File: config.mk
export PLATFORM = sky130hd
export DESIGN_NAME = piecewise_linear_interpolator
export DESIGN_NICKNAME = d
export VERILOG_FILES = /design/src/pli_pkg.sv /design/src/pli_front.sv /design/src/pli_div.sv /design/src/pli_back.sv /design/src/piecewise_linear_interpolator.sv
export SDC_FILE = /design/constraint.sdc
export NUM_CORES = 2
export LEC_CHECK = 0
export BUFFER_PORTS_ARGS = -buffer_cell sky130_fd_sc_hd__buf_4
export CAP_MARGIN = 5
export CORE_MARGIN = 2
export CORE_UTILIZATION = 57
export CTS_CLUSTER_SIZE = 40
export DETAILED_ROUTE_END_ITERATION = 6
export MAX_ROUTING_LAYER = met4
export PLACE_DENSITY_LB_ADDON = 0.12
export SLEW_MARGIN = 25
export SYNTH_ARGS = -nofsm -noshare
export SYNTH_HDL_FRONTEND = slang
export SYNTH_HIERARCHICAL = 1
export SYNTH_SLANG_ARGS = --single-unit
File: constraint.sdc
create_clock -name clk -period 9.93 [get_ports clk]
set_input_delay 1.986 -clock clk [delete_from_list [all_inputs] [get_ports clk]]
set_output_delay 1.986 -clock clk [all_outputs]
set_load 0.005 [all_outputs]
File: src/pli_pkg.sv
// Shared constants and types for the piecewise linear interpolator.
package pli_pkg;

    localparam int SEGMENTS_DEFAULT = 16;
    localparam int SEG_INDEX_W      = 4;
    localparam int RATE_W           = 16;
    localparam int VALUE_W          = 32;
    localparam int COUNT_W          = 5;

    localparam int CMD_DEPTH        = 2;
    localparam int CMD_PTR_W        = $clog2(CMD_DEPTH);

    localparam int PROD_W           = RATE_W + VALUE_W;
    localparam int DIV_BITS         = 2;
    localparam int DIV_STEPS        = PROD_W / DIV_BITS;
    localparam int DIV_CNT_W        = $clog2(DIV_STEPS + 1);

    typedef enum logic [1:0] {
        CMD_LOAD  = 2'd0,
        CMD_SKIP  = 2'd1,
        CMD_QUERY = 2'd2
    } cmd_kind_t;

    typedef struct packed {
        cmd_kind_t                   kind;
        logic [SEG_INDEX_W-1:0]      seg_index;
        logic [RATE_W-1:0]           rate_start;
        logic [RATE_W-1:0]           rate_end;
        logic signed [VALUE_W-1:0]   value_start;
        logic signed [VALUE_W-1:0]   value_end;
        logic [RATE_W-1:0]           query_rate;
    } cmd_t;

endpackage

File: src/pli_front.sv
// Input side: count register, word classification and command queue.
module pli_front #(
    parameter int SEGMENTS = pli_pkg::SEGMENTS_DEFAULT,
    localparam int CNT_W = $clog2(SEGMENTS + 1)
) (
    input  logic                                 clk,
    input  logic                                 rst_n,
    input  logic                                 push,
    output logic                                 full,
    input  logic                                 req_type,
    input  logic [pli_pkg::SEG_INDEX_W-1:0]      seg_index,
    input  logic [pli_pkg::RATE_W-1:0]           rate_start,
    input  logic [pli_pkg::RATE_W-1:0]           rate_end,
    input  logic signed [pli_pkg::VALUE_W-1:0]   value_start,
    input  logic signed [pli_pkg::VALUE_W-1:0]   value_end,
    input  logic [pli_pkg::RATE_W-1:0]           query_rate,
    input  logic                                 cfg_we,
    input  logic [pli_pkg::COUNT_W-1:0]          cfg_wdata,
    output logic                                 cmd_valid,
    output pli_pkg::cmd_t                        cmd,
    input  logic                                 cmd_pop,
    output logic [CNT_W-1:0]                     seg_count
);
    import pli_pkg::*;

    logic [COUNT_W-1:0]   seg_in_use_reg;
    cmd_t                 fifo_mem [CMD_DEPTH];
    logic [CMD_PTR_W-1:0] wr_ptr_reg;
    logic [CMD_PTR_W-1:0] rd_ptr_reg;
    logic [CMD_PTR_W:0]   fill_reg;
    logic [CMD_PTR_W-1:0] wr_ptr_next;
    logic [CMD_PTR_W-1:0] rd_ptr_next;
    logic [CMD_PTR_W:0]   fill_next;
    cmd_t                 push_word;
    logic                 do_push;
    logic                 do_pop;

    assign full      = (fill_reg == (CMD_PTR_W + 1)'(CMD_DEPTH));
    assign cmd_valid = (fill_reg != '0);
    assign cmd       = fifo_mem[rd_ptr_reg];
    assign do_push   = push && !full;
    assign do_pop    = cmd_pop && cmd_valid;

    always_comb
    begin
        push_word.seg_index   = seg_index;
        push_word.rate_start  = rate_start;
        push_word.rate_end    = rate_end;
        push_word.value_start = value_start;
        push_word.value_end   = value_end;
        push_word.query_rate  = query_rate;
        if (req_type)
        begin
            push_word.kind = CMD_QUERY;
        end
        else if (32'(seg_index) < SEGMENTS)
        begin
            push_word.kind = CMD_LOAD;
        end
        else
        begin
            push_word.kind = CMD_SKIP;
        end
    end

    always_comb
    begin
        wr_ptr_next = do_push ? wr_ptr_reg + 1'b1 : wr_ptr_reg;
        rd_ptr_next = do_pop  ? rd_ptr_reg + 1'b1 : rd_ptr_reg;
        fill_next   = fill_reg;
        if (do_push && !do_pop)
        begin
            fill_next = fill_reg + 1'b1;
        end
        else if (do_pop && !do_push)
        begin
            fill_next = fill_reg - 1'b1;
        end
    end

    always_comb
    begin
        if (32'(seg_in_use_reg) > SEGMENTS)
        begin
            seg_count = CNT_W'(SEGMENTS);
        end
        else
        begin
            seg_count = CNT_W'(seg_in_use_reg);
        end
    end

    always_ff @(posedge clk or negedge rst_n)
    begin
        if (!rst_n)
        begin
            seg_in_use_reg <= '0;
            wr_ptr_reg     <= '0;
            rd_ptr_reg     <= '0;
            fill_reg       <= '0;
        end
        else
        begin
            if (cfg_we)
            begin
                seg_in_use_reg <= cfg_wdata;
            end
            wr_ptr_reg <= wr_ptr_next;
            rd_ptr_reg <= rd_ptr_next;
            fill_reg   <= fill_next;
        end
    end

    always_ff @(posedge clk)
    begin
        if (do_push)
        begin
            fifo_mem[wr_ptr_reg] <= push_word;
        end
    end

endmodule

File: src/pli_div.sv
// Restoring divider, two quotient bits per cycle.
module pli_div (
    input  logic                        clk,
    input  logic                        rst_n,
    input  logic                        start,
    input  logic [pli_pkg::PROD_W-1:0]  dividend,
    input  logic [pli_pkg::RATE_W-1:0]  divisor,
    output logic                        done,
    output logic [pli_pkg::PROD_W-1:0]  quotient
);
    import pli_pkg::*;

    logic                 busy_reg;
    logic                 done_reg;
    logic [DIV_CNT_W-1:0] cnt_reg;
    logic [PROD_W-1:0]    dvd_reg;
    logic [RATE_W-1:0]    rem_reg;
    logic [RATE_W-1:0]    divisor_reg;
    logic [PROD_W-1:0]    dvd_next;
    logic [RATE_W-1:0]    rem_next;
    logic [RATE_W:0]      trial;

    assign done     = done_reg;
    assign quotient = dvd_reg;

    always_comb
    begin
        dvd_next = dvd_reg;
        rem_next = rem_reg;
        trial    = '0;
        for (int i = 0; i < DIV_BITS; i++)
        begin
            trial    = {rem_next, dvd_next[PROD_W-1]};
            dvd_next = {dvd_next[PROD_W-2:0], 1'b0};
            if (trial >= {1'b0, divisor_reg})
            begin
                trial       = trial - {1'b0, divisor_reg};
                dvd_next[0] = 1'b1;
            end
            rem_next = trial[RATE_W-1:0];
        end
    end

    always_ff @(posedge clk or negedge rst_n)
    begin
        if (!rst_n)
        begin
            busy_reg <= 1'b0;
            done_reg <= 1'b0;
            cnt_reg  <= '0;
        end
        else
        begin
            done_reg <= 1'b0;
            if (start)
            begin
                busy_reg <= 1'b1;
                cnt_reg  <= DIV_CNT_W'(DIV_STEPS);
            end
            else if (busy_reg)
            begin
                cnt_reg <= cnt_reg - 1'b1;
                if (cnt_reg == DIV_CNT_W'(1))
                begin
                    busy_reg <= 1'b0;
                    done_reg <= 1'b1;
                end
            end
        end
    end

    always_ff @(posedge clk)
    begin
        if (start)
        begin
            dvd_reg     <= dividend;
            rem_reg     <= '0;
            divisor_reg <= divisor;
        end
        else if (busy_reg)
        begin
            dvd_reg <= dvd_next;
            rem_reg <= rem_next;
        end
    end

endmodule

File: src/pli_back.sv
// Execution side: segment table, scan, interpolation and result register.
module pli_back #(
    parameter int SEGMENTS = pli_pkg::SEGMENTS_DEFAULT,
    localparam int CNT_W = $clog2(SEGMENTS + 1),
    localparam int IDX_W = (SEGMENTS > 1) ? $clog2(SEGMENTS) : 1
) (
    input  logic                                 clk,
    input  logic                                 rst_n,
    input  logic                                 cmd_valid,
    input  pli_pkg::cmd_t                        cmd,
    output logic                                 cmd_pop,
    input  logic [CNT_W-1:0]                     seg_count,
    output logic                                 empty,
    input  logic                                 pop,
    output logic                                 found,
    output logic signed [pli_pkg::VALUE_W-1:0]   value
);
    import pli_pkg::*;

    typedef struct packed {
        logic [RATE_W-1:0]  rate_start;
        logic [RATE_W-1:0]  rate_end;
        logic [VALUE_W-1:0] value_start;
        logic [VALUE_W-1:0] value_end;
    } seg_t;

    typedef enum logic [5:0] {
        S_IDLE = 6'b000001,
        S_SCAN = 6'b000010,
        S_PREP = 6'b000100,
        S_MUL  = 6'b001000,
        S_DIV  = 6'b010000,
        S_FIN  = 6'b100000
    } state_t;

    seg_t               seg_mem [SEGMENTS];
    seg_t               rd_data_reg;
    seg_t               seg_reg;
    seg_t               wr_data;
    state_t             state_reg;
    state_t             state_next;
    logic [CNT_W-1:0]   issue_reg;
    logic               pend_reg;
    logic [RATE_W-1:0]  rate_reg;
    logic               hit_reg;
    logic               neg_reg;
    logic [VALUE_W-1:0] mag_reg;
    logic [RATE_W-1:0]  off_reg;
    logic [RATE_W-1:0]  span_reg;
    logic               out_valid_reg;
    logic               found_reg;
    logic [VALUE_W-1:0] value_reg;

    logic               out_free;
    logic [IDX_W-1:0]   rd_addr;
    logic [IDX_W-1:0]   wr_addr;
    logic               mem_we;
    logic               issue_more;
    logic               seg_hit;
    logic [VALUE_W:0]   diff;
    logic               res_load;
    logic               res_found;
    logic [VALUE_W-1:0] res_value;
    logic               div_start;
    logic               div_done;
    logic [PROD_W-1:0]  div_dvd;
    logic [PROD_W-1:0]  div_quot;
    logic [VALUE_W-1:0] q_low;

    assign empty      = !out_valid_reg;
    assign found      = found_reg;
    assign value      = value_reg;
    assign out_free   = !out_valid_reg || pop;
    assign rd_addr    = issue_reg[IDX_W-1:0];
    assign wr_addr    = IDX_W'(cmd.seg_index);
    assign issue_more = (issue_reg < seg_count);
    assign seg_hit    = (rd_data_reg.rate_start <= rate_reg) && (rate_reg < rd_data_reg.rate_end);
    assign diff       = {seg_reg.value_end[VALUE_W-1], seg_reg.value_end}
                      - {seg_reg.value_start[VALUE_W-1], seg_reg.value_start};
    assign q_low      = div_quot[VALUE_W-1:0];
    assign div_start  = (state_reg == S_MUL);
    assign div_dvd    = PROD_W'(mag_reg) * PROD_W'(off_reg);

    always_comb
    begin
        wr_data.rate_start  = cmd.rate_start;
        wr_data.rate_end    = cmd.rate_end;
        wr_data.value_start = cmd.value_start;
        wr_data.value_end   = cmd.value_end;
    end

    always_comb
    begin
        state_next = state_reg;
        cmd_pop    = 1'b0;
        mem_we     = 1'b0;
        res_load   = 1'b0;
        res_found  = 1'b0;
        res_value  = '0;
        unique case (state_reg)
            S_IDLE:
            begin
                if (cmd_valid)
                begin
                    unique case (cmd.kind)
                        CMD_QUERY:
                        begin
                            cmd_pop    = 1'b1;
                            state_next = S_SCAN;
                        end
                        CMD_LOAD:
                        begin
                            if (out_free)
                            begin
                                cmd_pop  = 1'b1;
                                mem_we   = 1'b1;
                                res_load = 1'b1;
                            end
                        end
                        default:
                        begin
                            if (out_free)
                            begin
                                cmd_pop  = 1'b1;
                                res_load = 1'b1;
                            end
                        end
                    endcase
                end
            end
            S_SCAN:
            begin
                if (pend_reg && seg_hit)
                begin
                    state_next = S_PREP;
                end
                else if (!pend_reg && !issue_more)
                begin
                    state_next = S_FIN;
                end
            end
            S_PREP:
            begin
                state_next = S_MUL;
            end
            S_MUL:
            begin
                state_next = S_DIV;
            end
            S_DIV:
            begin
                if (div_done)
                begin
                    state_next = S_FIN;
                end
            end
            S_FIN:
            begin
                if (out_free)
                begin
                    res_load   = 1'b1;
                    res_found  = hit_reg;
                    res_value  = !hit_reg ? '0 :
                                 (neg_reg ? seg_reg.value_start - q_low
                                          : seg_reg.value_start + q_low);
                    state_next = S_IDLE;
                end
            end
            default:
            begin
                state_next = S_IDLE;
            end
        endcase
    end

    always_ff @(posedge clk or negedge rst_n)
    begin
        if (!rst_n)
        begin
            state_reg     <= S_IDLE;
            issue_reg     <= '0;
            pend_reg      <= 1'b0;
            hit_reg       <= 1'b0;
            out_valid_reg <= 1'b0;
        end
        else
        begin
            state_reg <= state_next;
            if (state_reg == S_IDLE)
            begin
                issue_reg <= '0;
                pend_reg  <= 1'b0;
                hit_reg   <= 1'b0;
            end
            else if (state_reg == S_SCAN)
            begin
                pend_reg <= issue_more;
                if (issue_more)
                begin
                    issue_reg <= issue_reg + 1'b1;
                end
            end
            else if (state_reg == S_PREP)
            begin
                hit_reg <= 1'b1;
            end
            if (res_load)
            begin
                out_valid_reg <= 1'b1;
            end
            else if (pop)
            begin
                out_valid_reg <= 1'b0;
            end
        end
    end

    always_ff @(posedge clk)
    begin
        if (state_reg == S_IDLE)
        begin
            rate_reg <= cmd.query_rate;
        end
        if (state_reg == S_SCAN)
        begin
            seg_reg <= rd_data_reg;
        end
        if (state_reg == S_PREP)
        begin
            neg_reg  <= diff[VALUE_W];
            mag_reg  <= diff[VALUE_W] ? VALUE_W'(-diff) : diff[VALUE_W-1:0];
            off_reg  <= rate_reg - seg_reg.rate_start;
            span_reg <= seg_reg.rate_end - seg_reg.rate_start;
        end
        if (res_load)
        begin
            found_reg <= res_found;
            value_reg <= res_value;
        end
    end

    always_ff @(posedge clk)
    begin
        if (mem_we)
        begin
            seg_mem[wr_addr] <= wr_data;
        end
        rd_data_reg <= seg_mem[rd_addr];
    end

    pli_div u_div (
        .clk      (clk),
        .rst_n    (rst_n),
        .start    (div_start),
        .dividend (div_dvd),
        .divisor  (span_reg),
        .done     (div_done),
        .quotient (div_quot)
    );

    a_div_done_in_div: assert property (@(posedge clk) disable iff (!rst_n)
        div_done |-> state_reg == S_DIV)
        else $error("divider finished outside the divide state");

    a_pop_only_idle: assert property (@(posedge clk) disable iff (!rst_n)
        cmd_pop |-> (state_reg == S_IDLE) && cmd_valid)
        else $error("command taken while busy");

    a_no_overwrite: assert property (@(posedge clk) disable iff (!rst_n)
        res_load |-> (!out_valid_reg || pop))
        else $error("result register overwritten");

    a_span_nonzero: assert property (@(posedge clk) disable iff (!rst_n)
        (state_reg == S_MUL) |-> (span_reg != '0))
        else $error("matched segment with empty range");

endmodule

File: src/piecewise_linear_interpolator.sv
// Top level of the piecewise linear interpolator.
//
// Input channel: an input word is taken when push is high and full is low.
// req_type 0 loads one segment into slot seg_index; a slot beyond the table
// is dropped. req_type 1 looks up query_rate in the first cfg segments.
// Result channel: while empty is low the oldest result is on found/value;
// pop takes it. Every input word gives exactly one result word; a load and
// a miss return found 0, value 0.
// cfg_we writes the count of searched segments; write it while idle only.
// A load is written by the execution stage while it is idle; its result
// shows in the cycle after it is taken. A query scans the segment table
// one entry a cycle through its single read port; on a hit, a 48-bit by
// 16-bit divide then runs at 2 quotient bits per step.
// Queries run one at a time; a two-word command queue keeps push open.
// Reset clears the queue, the result register and the count; the segment
// table holds no reset and must be loaded before it is searched.
// A stalled result register holds the execution stage, then the queue, and
// full rises once the queue is full.
module piecewise_linear_interpolator #(
    parameter int SEGMENTS = pli_pkg::SEGMENTS_DEFAULT
) (
    input  logic                                 clk,
    input  logic                                 rst_n,
    input  logic                                 push,
    output logic                                 full,
    input  logic                                 req_type,
    input  logic [pli_pkg::SEG_INDEX_W-1:0]      seg_index,
    input  logic [pli_pkg::RATE_W-1:0]           rate_start,
    input  logic [pli_pkg::RATE_W-1:0]           rate_end,
    input  logic signed [pli_pkg::VALUE_W-1:0]   value_start,
    input  logic signed [pli_pkg::VALUE_W-1:0]   value_end,
    input  logic [pli_pkg::RATE_W-1:0]           query_rate,
    input  logic                                 cfg_we,
    input  logic [pli_pkg::COUNT_W-1:0]          cfg_wdata,
    output logic                                 empty,
    input  logic                                 pop,
    output logic                                 found,
    output logic signed [pli_pkg::VALUE_W-1:0]   value
);
    import pli_pkg::*;

    localparam int CNT_W = $clog2(SEGMENTS + 1);

    logic             cmd_valid;
    cmd_t             cmd;
    logic             cmd_pop;
    logic [CNT_W-1:0] seg_count;

    pli_front #(
        .SEGMENTS (SEGMENTS)
    ) u_front (
        .clk         (clk),
        .rst_n       (rst_n),
        .push        (push),
        .full        (full),
        .req_type    (req_type),
        .seg_index   (seg_index),
        .rate_start  (rate_start),
        .rate_end    (rate_end),
        .value_start (value_start),
        .value_end   (value_end),
        .query_rate  (query_rate),
        .cfg_we      (cfg_we),
        .cfg_wdata   (cfg_wdata),
        .cmd_valid   (cmd_valid),
        .cmd         (cmd),
        .cmd_pop     (cmd_pop),
        .seg_count   (seg_count)
    );

    pli_back #(
        .SEGMENTS (SEGMENTS)
    ) u_back (
        .clk       (clk),
        .rst_n     (rst_n),
        .cmd_valid (cmd_valid),
        .cmd       (cmd),
        .cmd_pop   (cmd_pop),
        .seg_count (seg_count),
        .empty     (empty),
        .pop       (pop),
        .found     (found),
        .value     (value)
    );

endmodule
==> run metrics <==
routed vias 55162; clk root buf clkbuf_16; vias in the first global route 57079; Data required, critical path 10510 ps; library cells used by synthesis 109; Die Height 432 µm; Max transition margin 28.9%; cells after synthesis 6355; final cycle utilization of the critical path 79.4%; DP HPWL 147 mm; Core Util, Final 63.7%; Final Hold Fails 0; Worst Skew 34.7 ps; ANT nets after route 0; VDD IR max 0.225 mV; DRT iter0 DRCs 5082; Setup TNS 0 ps; fill count 12693; largest net degree at the start of global routing 117; CP max FO 18; Worst-Skew Late Latency 860 ps; highest clock rate 127 MHz; die outline area 186000 µm²; WL final 241 mm; max cap viols 0; initial antenna violation count 11; FFs w/ async S/R, synth 1.37%; Pwr Density 243 nW/µm²; flop and latch count out of synthesis 2186; fin crit period 7880 ps; # port buffers 161; TritonRoute pass-1 iters 6; post-synth top area cell edfxtp_1; Layout Cells excl Fill 9123; crit path DAT 8460 ps; Setup Crit Path Kind register to register; top register by number of flip-flops u_back/seg_mem; Rows 156; max-slew violation count 0; Design Area, Final 115000 µm²; outcome finished, final reports clean; Vias/cell 6.05; TritonCTS Buffers 211; Cell Area, Placed 108000 µm²; placed insts 8714; Post-synth EDFFs 2044; Commonest cells post-synth edfxtp_1, inv_1, mux4_2; GP Congestion 0.867; CTS resizes 0; Num Clock Sinks 2186; post-layout net count 7394; H-tree Lvls 4; cell leakage power 40.9 nW; io pins 162; syn nets 7192; largest registers u_back/seg_mem x1536, u_front/fifo_mem x234; clock slew seen by the registers of the worst setup and hold paths 60 ps; top cell type's share of synthesized area 58.9%; hold buffer count at CTS 0; top_reg_cell synth edfxtp_1; Worst-Margin Slew 1070 ps; WL/cell 26.4 µm; sequential share of the synthesized area 61.8%; Core ar. 181000 µm²; YS warnings 6; # Post-CTS Setup Buffers 0; Die W 432 µm; Netlist Area Pre-Place 104000 µm²; max reg flops 1536; TritonCTS clock tree built; Initial Util 57.5%; # setup viols final 0; Hold WS 394 ps; worst hold-check path type register to register; Overall Global Routing Usage 27.3%; count leader, synth edfxtp_1; clk buf depth 3; RSZ-0062 raised after global routing no; Avg Inst Size Synth 16.4 µm²; Startpoint Class register; share of cells above drive strength 1 19.3%; CP endpoint kind register; DRC viols 0; first-pass GRT wire length 364 mm; main area contributors after synthesis edfxtp_1, mux4_2, fa_1, ha_1, inv_1; Area growth syn-to-layout 10.8%; total global routing overflow 0
[kinds of logic (layout without fill, tap and decap cells)]
family,after synthesis,count (layout),synth area share (%)
compound gates,580,580,3.81
fa+ha+maj,710,710,11.6
other cells,1,11,0.00360
mux,668,668,12.5
xor+xnor,199,199,1.68
simple gates,1146,1146,5.44
buf+inv,865,1253,3.22
flops,2186,2186,61.8
[final timing paths]
kind                            slack, ps  cells after the start                                  end                           from
worst max-delay path                 2050                     24  u_back/u_div/quotient[25]$_DFFE_PP_    u_back/off_reg[6]$_DFFE_PP_
worst min-delay path                  390                      0          u_back/seg_reg[6]$_DFFE_PP_  u_back/rd_data_reg[6]$_DFF_P_
worst max register to register       2050                     24  u_back/u_div/quotient[25]$_DFFE_PP_    u_back/off_reg[6]$_DFFE_PP_
worst min register to register        390                      0          u_back/seg_reg[6]$_DFFE_PP_  u_back/rd_data_reg[6]$_DFF_P_
max in group asynchronous            8460                      1       u_front/rd_ptr_reg$_DFFE_PN0P_                          rst_n
min in group asynchronous            1070                      1  u_back/u_div/cnt_reg[1]$_DFFE_PN0P_                          rst_n
[stage by stage]
| step | power [mW] | setup WS [ps] |
|---|---|---|
| 2_1_floorplan | 17.6 | 49.6 |
| 3_3_place_gp | 20.0 | 2220 |
| 3_5_place_dp | 20.1 | 2100 |
| 4_1_cts | 28.3 | 2070 |
| 5_1_grt | 29.3 | 1580 |
| 6_report | 28.0 | 2050 |
[metal layers]
metal  up-vias  GRT usage [%]  wire length [µm]
li1      24056              -                 -
met1     28957           36.8             99600
met2      1839           44.0            120000
met3       310           4.11             15600
met4         0           7.29              6050
met5         -              -                 0
[critical path, stage by stage, from the launching register on]
cell	delay, ps
edfxtp_1	860
buf_4	330
and2_1	180
fa_1	420
inv_1	80
fa_1	440
fa_1	520
inv_1	50
fa_1	480
fa_1	500
inv_1	60
fa_1	490
inv_1	50
ha_1	340
nand4_1	160
nor2_1	60
a211o_1	260
a211oi_1	650
o21ai_0	320
a21oi_1	260
o21ai_0	140
a2111oi_0	420
nor3_1	120
xor2_1	150
mux2_2	260
[layout by cell type (no fill, tap or decap), types with 13 or more instances in the layout]
cell type / n
inv_1: 614
o211ai_1: 16
nand3_1: 41
buf_4: 216
a21boi_0: 13
o21bai_1: 20
bufinv_16: 25
nand2b_1: 26
buf_12: 18
a21o_1: 67
o21a_1: 27
nor2_4: 13
a31oi_1: 29
a211oi_1: 26
clkbuf_1: 46
mux2_4: 20
nand2_1: 415
clkbuf_8: 20
nor3_1: 54
o21ai_0: 83
a21oi_1: 160
nand4_1: 19
edfxtp_1: 2044
o31ai_1: 13
mux4_2: 480
clkinv_1: 36
xnor2_1: 155
dfxtp_1: 112
ha_1: 286
nor2b_1: 45
mux2_2: 162
xor2_1: 43
fa_1: 424
clkbuf_16: 212
and2_1: 223
clkinv_2: 32
nor2_1: 188
dfrtp_1: 24
and3_1: 23
[cell type report]
| type | instances | area [µm²] | area share (%) |
|---|---|---|---|
| Clock inverter | 121 | 1400 | 1.21 |
| Tap cell | 2370 | 2970 | 2.57 |
| Multi-Input combinational cell | 3304 | 36600 | 31.7 |
| Sequential cell | 2186 | 64400 | 55.8 |
| Antenna cell | 10 | 25.0 | 0.0217 |
| Inverter | 620 | 2330 | 2.02 |
| Clock buffer | 278 | 5750 | 4.98 |
| Timing Repair Buffer | 234 | 1980 | 1.72 |
[where the power goes]
| part | internal [mW] | total (mW) | switching [mW] |
|---|---|---|---|
| sequential | 11.9 | 12.4 | 0.538 |
| clock | 4.74 | 8.16 | 3.41 |
| combinational | 2.94 | 7.45 | 4.52 |
| total | 19.6 | 28.0 | 8.47 |
Power figures use the tool's default switching activity.
